$ cat src/rtl/wse_pkg.sv
// Package for the WSPR symbol encoder: code masks, message and slot counts,
// register indexes, state and command types, and the 8-bit reversal function.
// No dependencies.
`timescale 1ns / 1ps

package wse_pkg;

	localparam int unsigned MESSAGE_BITS = 50;
	localparam int unsigned SYMBOL_SLOTS = 162;
	localparam int unsigned FLUSH_BITS   = 31;

	localparam logic [31:0] POLY_A = 32'hf2d05351;
	localparam logic [31:0] POLY_B = 32'he4613c47;

	localparam int unsigned SYNC_LOW_W  = 64;
	localparam int unsigned SYNC_MID_W  = 64;
	localparam int unsigned SYNC_HIGH_W = 34;
	localparam int unsigned CFG_DATA_W  = 64;
	localparam int unsigned CFG_INDEX_W = 2;

	typedef enum logic [CFG_INDEX_W-1:0] {
		REG_SYNC_LOW  = 2'd0,
		REG_SYNC_MID  = 2'd1,
		REG_SYNC_HIGH = 2'd2
	} wse_reg_t;

	typedef enum logic {
		ST_IDLE = 1'b0,
		ST_EMIT = 1'b1
	} wse_state_t;

	// One request from the coder to the interleaver.
	typedef struct packed {
		logic clear;
		logic step;
		logic coded;
	} wse_sym_cmd_t;

	function automatic logic [7:0] rev8(input logic [7:0] v);
		logic [7:0] r;
		for (int i = 0; i < 8; i++) begin
			r[7-i] = v[i];
		end
		return r;
	endfunction

endpackage

$ cat src/rtl/wse_msg_if.sv
// Input channel carrying one packed message bit and the start flag.
// Depends on nothing.
`timescale 1ns / 1ps

interface wse_msg_if;
	logic valid;
	logic ready;
	logic message_bit;
	logic start_req;

	modport source (output valid, output message_bit, output start_req, input ready);
	modport sink (input valid, input message_bit, input start_req, output ready);
endinterface

$ cat src/rtl/wse_sym_if.sv
// Output channel carrying one interleaved channel symbol.
// Depends on nothing.
`timescale 1ns / 1ps

interface wse_sym_if;
	logic       valid;
	logic       ready;
	logic [7:0] position;
	logic [1:0] symbol;
	logic       last;

	modport source (output valid, output position, output symbol, output last, input ready);
	modport sink (input valid, input position, input symbol, input last, output ready);
endinterface

$ cat src/rtl/wse_cfg_if.sv
// Configuration write channel: register index and write data.
// Depends on wse_pkg for the field widths.
`timescale 1ns / 1ps

interface wse_cfg_if;
	logic                               valid;
	logic                               ready;
	logic [wse_pkg::CFG_INDEX_W-1:0]    reg_index;
	logic [wse_pkg::CFG_DATA_W-1:0]     wdata;

	modport source (output valid, output reg_index, output wdata, input ready);
	modport sink (input valid, input reg_index, input wdata, output ready);
endinterface

$ cat src/rtl/wse_conv.sv
// Convolutional coder: 32-bit history shift register, two parity trees and
// the sequencer that steps out message and flush bits. Depends on wse_pkg
// and wse_msg_if.
`timescale 1ns / 1ps

module wse_conv (
	input  logic                  clk,
	input  logic                  arst_n,
	wse_msg_if.sink               msg,
	input  logic                  avail,
	output wse_pkg::wse_sym_cmd_t cmd
);
	import wse_pkg::*;

	wse_state_t  state_q, state_d;
	logic [31:0] hist_q;
	logic [5:0]  bits_q;
	logic        done_q;
	logic        phase_q;
	logic [4:0]  flush_q;

	logic        accept;
	logic        par_a, par_b;
	logic        done_eff;
	logic [31:0] hist_base;
	logic [5:0]  bits_next;
	logic        last_step;

	assign msg.ready = (state_q == ST_IDLE);
	assign accept    = msg.valid && msg.ready;
	assign par_a     = ^(hist_q & POLY_A);
	assign par_b     = ^(hist_q & POLY_B);
	assign done_eff  = msg.start_req ? 1'b0 : done_q;
	assign hist_base = msg.start_req ? 32'd0 : hist_q;
	assign bits_next = (msg.start_req ? 6'd0 : bits_q) + 6'd1;
	assign last_step = phase_q && (flush_q == 5'd0);

	always_comb begin
		state_d   = state_q;
		cmd.clear = 1'b0;
		cmd.step  = 1'b0;
		cmd.coded = phase_q ? par_b : par_a;
		unique case (state_q)
			ST_IDLE: begin
				cmd.clear = accept && msg.start_req;
				if (accept && !done_eff) begin
					state_d = ST_EMIT;
				end
			end
			ST_EMIT: begin
				cmd.step = avail;
				if (avail && last_step) begin
					state_d = ST_IDLE;
				end
			end
			default: state_d = ST_IDLE;
		endcase
	end

	always_ff @(posedge clk or negedge arst_n) begin
		if (!arst_n) begin
			state_q <= ST_IDLE;
		end else begin
			state_q <= state_d;
		end
	end

	always_ff @(posedge clk or negedge arst_n) begin
		if (!arst_n) begin
			hist_q  <= '0;
			bits_q  <= '0;
			done_q  <= 1'b1;
			phase_q <= 1'b0;
			flush_q <= '0;
		end else if (accept) begin
			if (!done_eff) begin
				hist_q  <= {hist_base[30:0], msg.message_bit};
				bits_q  <= bits_next;
				phase_q <= 1'b0;
				if (bits_next == 6'(MESSAGE_BITS)) begin
					flush_q <= 5'(FLUSH_BITS);
					done_q  <= 1'b1;
				end else begin
					flush_q <= '0;
					done_q  <= 1'b0;
				end
			end
		end else if (cmd.step) begin
			if (!phase_q) begin
				phase_q <= 1'b1;
			end else begin
				phase_q <= 1'b0;
				if (flush_q != 5'd0) begin
					hist_q  <= {hist_q[30:0], 1'b0};
					flush_q <= flush_q - 5'd1;
				end
			end
		end
	end

endmodule

$ cat src/rtl/wse_ilv.sv
// Interleaver and symbol mapper: reversal counter, sync vector registers and
// the output register. Depends on wse_pkg, wse_sym_if and wse_cfg_if.
`timescale 1ns / 1ps

module wse_ilv (
	input  logic                  clk,
	input  logic                  arst_n,
	input  wse_pkg::wse_sym_cmd_t cmd,
	output logic                  avail,
	wse_cfg_if.sink               cfg,
	wse_sym_if.source             sym
);
	import wse_pkg::*;

	localparam int unsigned SYNC_W = SYNC_HIGH_W + SYNC_MID_W + SYNC_LOW_W;

	logic [SYNC_LOW_W-1:0]  sync_low_q;
	logic [SYNC_MID_W-1:0]  sync_mid_q;
	logic [SYNC_HIGH_W-1:0] sync_high_q;
	logic [SYNC_W-1:0]      sync_vec;

	logic [7:0] cnt_q;
	logic [7:0] sent_q;
	logic       out_valid_q;
	logic [7:0] pos_q;
	logic [1:0] symbol_q;
	logic       last_q;

	logic [7:0] rev_first;
	logic [7:0] rev_second;
	logic       first_ok;
	logic [7:0] pos_d;
	logic [7:0] sent_d;
	logic       cfg_wr;

	// Only odd counter values reverse to slots beyond the last, so one skip
	// is always enough to reach a valid slot.
	assign rev_first  = rev8(cnt_q);
	assign rev_second = rev8(cnt_q + 8'd1);
	assign first_ok   = rev_first < 8'(SYMBOL_SLOTS);
	assign pos_d      = first_ok ? rev_first : rev_second;
	assign sent_d     = sent_q + 8'd1;
	assign sync_vec   = {sync_high_q, sync_mid_q, sync_low_q};

	assign avail     = !out_valid_q || sym.ready;
	assign cfg.ready = 1'b1;
	assign cfg_wr    = cfg.valid && cfg.ready;

	assign sym.valid    = out_valid_q;
	assign sym.position = pos_q;
	assign sym.symbol   = symbol_q;
	assign sym.last     = last_q;

	always_ff @(posedge clk or negedge arst_n) begin
		if (!arst_n) begin
			sync_low_q  <= '0;
			sync_mid_q  <= '0;
			sync_high_q <= '0;
		end else if (cfg_wr) begin
			unique case (cfg.reg_index)
				REG_SYNC_LOW:  sync_low_q  <= cfg.wdata;
				REG_SYNC_MID:  sync_mid_q  <= cfg.wdata;
				REG_SYNC_HIGH: sync_high_q <= cfg.wdata[SYNC_HIGH_W-1:0];
				default: ;
			endcase
		end
	end

	always_ff @(posedge clk or negedge arst_n) begin
		if (!arst_n) begin
			cnt_q       <= '0;
			sent_q      <= '0;
			out_valid_q <= 1'b0;
		end else begin
			if (cmd.clear) begin
				cnt_q  <= '0;
				sent_q <= '0;
			end else if (cmd.step) begin
				cnt_q  <= cnt_q + (first_ok ? 8'd1 : 8'd2);
				sent_q <= sent_d;
			end
			if (cmd.step) begin
				out_valid_q <= 1'b1;
			end else if (sym.ready) begin
				out_valid_q <= 1'b0;
			end
		end
	end

	always_ff @(posedge clk) begin
		if (cmd.step) begin
			pos_q    <= pos_d;
			symbol_q <= {cmd.coded, sync_vec[pos_d]};
			last_q   <= sent_d == 8'(SYMBOL_SLOTS);
		end
	end

endmodule

$ cat src/rtl/wspr_symbol_encoder_core.sv
// Channel   Direction  Payload
// msg       in         message_bit, start_req
// sym       out        position, symbol, last
// cfg       in         reg_index, wdata (sync vector words)
//
// Each accepted bit of an open message gives two symbols, one per cycle while
// sym does not stall, from the cycle after it is taken; the fiftieth bit gives
// 64 symbols. The input stays blocked until the last symbol of an item enters
// the output register.
// A stall on sym holds the output register and halts the coder in place.
// Reset leaves the block waiting for a start; the sync vector resets to zero.
// Top level of the WSPR symbol encoder. Depends on wse_pkg, the channel
// interfaces, wse_conv and wse_ilv.
`timescale 1ns / 1ps

module wspr_symbol_encoder_core (
	input  logic      clk,
	input  logic      arst_n,
	wse_msg_if.sink   msg,
	wse_sym_if.source sym,
	wse_cfg_if.sink   cfg
);
	import wse_pkg::*;

	wse_sym_cmd_t cmd;
	logic         avail;

	wse_conv u_conv (
		.clk    (clk),
		.arst_n (arst_n),
		.msg    (msg),
		.avail  (avail),
		.cmd    (cmd)
	);

	wse_ilv u_ilv (
		.clk    (clk),
		.arst_n (arst_n),
		.cmd    (cmd),
		.avail  (avail),
		.cfg    (cfg),
		.sym    (sym)
	);

endmodule

$ cat src/flat_wrapper.sv
// flat-port wrapper written by rule: the top's interface ports become plain ports
module wspr_symbol_encoder_core_flat import wse_pkg::*;
  (clk, arst_n, msg_valid, msg_message_bit, msg_start_req, msg_ready, sym_valid, sym_position, sym_symbol, sym_last, sym_ready, cfg_valid, cfg_reg_index, cfg_wdata, cfg_ready);
  wse_msg_if msg_i ();
  wse_sym_if sym_i ();
  wse_cfg_if cfg_i ();
  input  logic clk;
  input  logic arst_n;
  input wire logic [$bits(msg_i.valid)-1:0] msg_valid;
  input wire logic [$bits(msg_i.message_bit)-1:0] msg_message_bit;
  input wire logic [$bits(msg_i.start_req)-1:0] msg_start_req;
  output wire logic [$bits(msg_i.ready)-1:0] msg_ready;
  output wire logic [$bits(sym_i.valid)-1:0] sym_valid;
  output wire logic [$bits(sym_i.position)-1:0] sym_position;
  output wire logic [$bits(sym_i.symbol)-1:0] sym_symbol;
  output wire logic [$bits(sym_i.last)-1:0] sym_last;
  input wire logic [$bits(sym_i.ready)-1:0] sym_ready;
  input wire logic [$bits(cfg_i.valid)-1:0] cfg_valid;
  input wire logic [$bits(cfg_i.reg_index)-1:0] cfg_reg_index;
  input wire logic [$bits(cfg_i.wdata)-1:0] cfg_wdata;
  output wire logic [$bits(cfg_i.ready)-1:0] cfg_ready;
  assign msg_i.valid = msg_valid;
  assign msg_i.message_bit = msg_message_bit;
  assign msg_i.start_req = msg_start_req;
  assign msg_ready = msg_i.ready;
  assign sym_valid = sym_i.valid;
  assign sym_position = sym_i.position;
  assign sym_symbol = sym_i.symbol;
  assign sym_last = sym_i.last;
  assign sym_i.ready = sym_ready;
  assign cfg_i.valid = cfg_valid;
  assign cfg_i.reg_index = cfg_reg_index;
  assign cfg_i.wdata = cfg_wdata;
  assign cfg_ready = cfg_i.ready;
  wspr_symbol_encoder_core u_core (.clk(clk), .arst_n(arst_n), .msg(msg_i), .sym(sym_i), .cfg(cfg_i));
endmodule
$ cat config.mk
export PLATFORM = sky130hd
export DESIGN_NAME = wspr_symbol_encoder_core_flat
export DESIGN_NICKNAME = d
export VERILOG_FILES = /design/src/rtl/wse_pkg.sv /design/src/rtl/wse_msg_if.sv /design/src/rtl/wse_sym_if.sv /design/src/rtl/wse_cfg_if.sv /design/src/rtl/wse_conv.sv /design/src/rtl/wse_ilv.sv /design/src/rtl/wspr_symbol_encoder_core.sv /design/src/flat_wrapper.sv
export SDC_FILE = /design/constraint.sdc
export NUM_CORES = 1
export LEC_CHECK = 0
export BUFFER_PORTS_ARGS = -buffer_cell sky130_fd_sc_hd__buf_2
export CAP_MARGIN = 15
export CELL_PAD_IN_SITES_DETAIL_PLACEMENT = 1
export CELL_PAD_IN_SITES_GLOBAL_PLACEMENT = 1
export CORE_MARGIN = 5
export CORE_UTILIZATION = 44
export CTS_BUF_LIST = sky130_fd_sc_hd__clkbuf_16
export DETAILED_ROUTE_END_ITERATION = 7
export PLACE_DENSITY_LB_ADDON = 0.1
export SLEW_MARGIN = 20
export SYNTH_ARGS = -nofsm -noshare
export SYNTH_HDL_FRONTEND = slang
export SYNTH_SLANG_ARGS = --single-unit
export TNS_END_PERCENT = 30
$ cat constraint.sdc
create_clock -name clk -period 2.75 [get_ports clk]
set_input_delay 0.1375 -clock clk [delete_from_list [all_inputs] [get_ports clk]]
set_output_delay 0.1375 -clock clk [all_outputs]
set_load 0.02 [all_outputs]
==> run_results.csv <==
group,metric,value,unit
detailed_routing,wl,30600,um
cts,cts_made_buffers,27,
detailed_routing,vias_per_cell,5.39,
timing,max_clock_freq,327,MHz
critical_path,crit_slowest_cell,"mux4_2",
global_route,grt_pass1_vias,9105,
floorplanning,row_count,58,
cts,clock-root-buffer,"clkbuf_16",
synth,synthMuxAreaShare,20.0,%
cts,htreeDepth,1,
timing,rsz0062_at_grt,"true",
timing,relSlewSlack,57.8,%
timing,maxSlewViolCount,0,
synth,synth-seq-cells,236,
timing,finClkSkew,0.0106,ns
synth,syn-num-nets,1084,
cts,path_clk_slew,0.06,ns
critical_path,path_delay_family,"compound AO/OA/AOI/OAI gates",
synth,synth-simple-area-share,13.9,%
detailed_routing,drt-pass1-iter-count,5,
pwr,total_leakage_power,6.39,nW
critical_path,critPathArrivalTime,3.31,ns
critical_path,start_kind,"register",
run_status,failed_checks,"setup timing",
timing,fin_ws,-0.305,ns
floorplanning,dieHeight,169,um
detailed_routing,wl_per_cell,19.8,um
synth,yosysSeqAreaShare,53.7,%
detailed_routing,drc,0,
synth,synth_xor_xnor_area_share,2.61,%
timing,hold_viol,0,
critical_path,cp_data_required_time,3.01,ns
cts,cts_buffer_depth,3,
synth,synth_edf_count,11,
layout,drive_above_1_share,31.6,%
synth,synth_area,11100,um^2
placed_design,port_buffers,85,
cts,clock_sinks,236,
synth,async_flop_share,95.3,%
floorplanning,fp.coreArea,25000,um^2
run,drv_cap,0,
critical_path,crit_type,"register to register",
timing,period_minus_slack,3.05,ns
synth,yosysTopAreaCellShare,50.5,%
placed_design,gp_congestion,0.833,
global_route,grt_first_pass_wirelength,50400,um
layout,synthToLayoutAreaGrowth,25.5,%
synth,synth_cell_types,53,
timing,fin_crit_sh,111,%
layout,instances_no_fill,1547,
floorplanning,ios,87,
synth,synth_top_area_cell,"dfrtp_1",
synth,synth.avg_cell_area,11.1,um^2
critical_path,cpPeakStageDelay,0.51,ns
critical_path,crit_path_end_kind,"register",
global_route,grt_max_degree,72,
layout,finalNetCount,1280,
timing,setup_viol,1,
timing,hold_slack,0.0798,ns
synth,netlist_top_cells_count,"224 x dfrtp_1, 193 x nand2_1, 162 x mux2_2",
placed_design,hpwl,20100,um
critical_path,crit_chain,"inv_2 > ha_4 > o2111ai_2 > o41a_1 > a21oi_4 > buf_6 > mux4_2 > mux2i_2 > a2111oi_2 > a311oi_2 > o2111ai_1",
global_route,grt_util_all_layers,21.8,%
synth,synth-compound-area-share,5.49,%
floorplanning,start_util,44.3,%
hold_path,min_path_type,"input pin to register",
floorplanning,die_x,169,um
synth,synth-adder-area-share,1.24,%
synth,synthCells,1000,
synth,ys.warnings.count,0,
pwr,peakVddDrop,0.458,mV
floorplanning,dieArea,28500,um^2
run_status,status,"finished with violations",
global_route,antenna_found_initial,0,
detailed_routing,ant_nets,0,
layout,diodes,0,
synth,synth_top_cells_by_area,"dfrtp_1 51%, mux2_2 16%, nand2_1 6.5%",
critical_path,rrSetupSlack,-0.30,ns
pwr,power_density,860,nW/um^2
detailed_routing,drt_iter0_drc,495,
global_route,gr-total-overflow,0,
synth,synth_top_family_by_area,"multiplexers",
critical_path,critical_path_buf_inv_count,2,
placed_design,dp.cells,1426,
timing,fin_tns_setup,-0.305,ns
cts,cts_tree,"done",
detailed_routing,vias,8340,
synth,synth_flop_cell,"dfrtp_1",
synth,yosysMostFrequentCell,"dfrtp_1",
critical_path,critical_path.max_fanout,6,
timing,worst_slew_pin_slew,0.630,ns
cts,clk_latency,0.54,ns
[sequential cells by signal (all words and copies together), names as in the netlist, 2 cells and up]
name / cells
u_core.u_conv.bits_q: 6
u_core.u_conv.hist_q: 32
u_core.u_ilv.sym.position: 8
u_core.u_ilv.sync_low_q: 64
u_core.u_ilv.cnt_q: 8
u_core.u_ilv.sent_q: 8
u_core.u_conv.flush_q: 5
u_core.u_ilv.sym.symbol: 2
u_core.u_ilv.sync_mid_q: 64
u_core.u_ilv.sync_high_q: 34
[path summary, 6_finish.rpt]
kind	depth (start not counted)	endpoint	from
setup / recovery	11	u_core.u_ilv.sym.symbol[0]$_DFFE_PP_	u_core.u_ilv.cnt_q[1]$_DFFE_PN0P_
hold / removal	4	u_core.u_conv.flush_q[4]$_DFFE_PN0P_	msg_valid
min in group asynchronous	2	u_core.u_conv.bits_q[1]$_DFFE_PN0P_	arst_n
hold reg to reg	2	u_core.u_conv.hist_q[7]$_DFFE_PN0P_	u_core.u_conv.hist_q[7]$_DFFE_PN0P_
setup reg to reg	11	u_core.u_ilv.sym.symbol[0]$_DFFE_PP_	u_core.u_ilv.cnt_q[1]$_DFFE_PN0P_
max in group asynchronous	3	u_core.u_conv.done_q$_DFFE_PN1P_	arst_n
[cell type report]
class                           count  area (um^2)
Clock buffer                       27          676
Multi-Input combinational cell    686         4850
Sequential cell                   236         5960
Timing Repair Buffer              225         1710
Clock inverter                     23          240
Fill cell                        2638        11100
Inverter                           20         75.1
Tap cell                          330          413
[placed cells by master (no fill, tap or decap), drive strengths merged, types with 7 or more instances in the layout]
master       netlist  routed
a31oi             10      10
nor3              11      11
nand2            193     193
mux4               7       7
nand3             73      73
dfrtp            224     224
inv               20      24
ha                11      11
clkbuf            40      27
a32oi              8       8
edfxtp            11      11
a21oi             16      16
o21ai             37      37
nor2              33      33
clkinv             0      12
buf               18     157
xnor2             27      27
dlygate4sd3        0      68
mux2             162     162
nand4             20      20
o22ai              7       7
mux2i             24      24
[stage by stage]
stage / setup WS, ns / total power, W / cell area [um^2] / util (%)
5_1_grt: -0.409 / 0.0127 / 13900 / 55.6
3_3_place_gp: -0.387 / 0.00805 / 12300 / 49.0
4_1_cts: -0.386 / 0.0120 / 13900 / 55.6
3_5_place_dp: -0.544 / 0.00815 / 12300 / 49.0
2_1_floorplan: -0.00812 / 0.00684 / 11100 / -
6_report: -0.305 / 0.0120 / 13900 / 55.6
[power breakdown]
part           internal (W)  switching, W  total [W]  leakage (nW)
Combinational       0.00156       0.00182    0.00338          3.07
Sequential          0.00430      0.000579    0.00488          2.86
Clock               0.00225       0.00147    0.00372         0.462
[routing by layer]
| layer | GRT usage (%) | routed length (um) | vias up |
|---|---|---|---|
| li1 | - | - | 3908 |
| met1 | 31.4 | 14300 | 4217 |
| met2 | 35.5 | 14400 | 179 |
| met3 | 2.92 | 1320 | 36 |
| met4 | 4.69 | 599 | 0 |
| met5 | 0 | 0 | - |
[logic make-up (layout without fill, tap and decap cells)]
group / Yosys count / count (layout)
AO/OA/AOI/OAI: 96 / 96
XOR/XNOR: 33 / 33
adder cells (fa/ha/maj): 11 / 11
buffers and inverters: 78 / 295
flip-flops: 236 / 236
multiplexers: 193 / 193
other: 1 / 1
AND/OR/NAND/NOR: 352 / 352
[worst min-delay path, stage by stage]
cell	delay, ns
buf_2	0.08
nand2_1	0.12
a21oi_1	0.16
o21ai_0	0.08
[what timing repair did]
action,in CTS,in global routing
hold endpoints to repair,233,0
pin swaps,4,2
setup endpoints to repair,1,1
hold buffers,68,0
setup buffers,3,1
resized for setup,8,3
(Power assumes the default switching activity.)
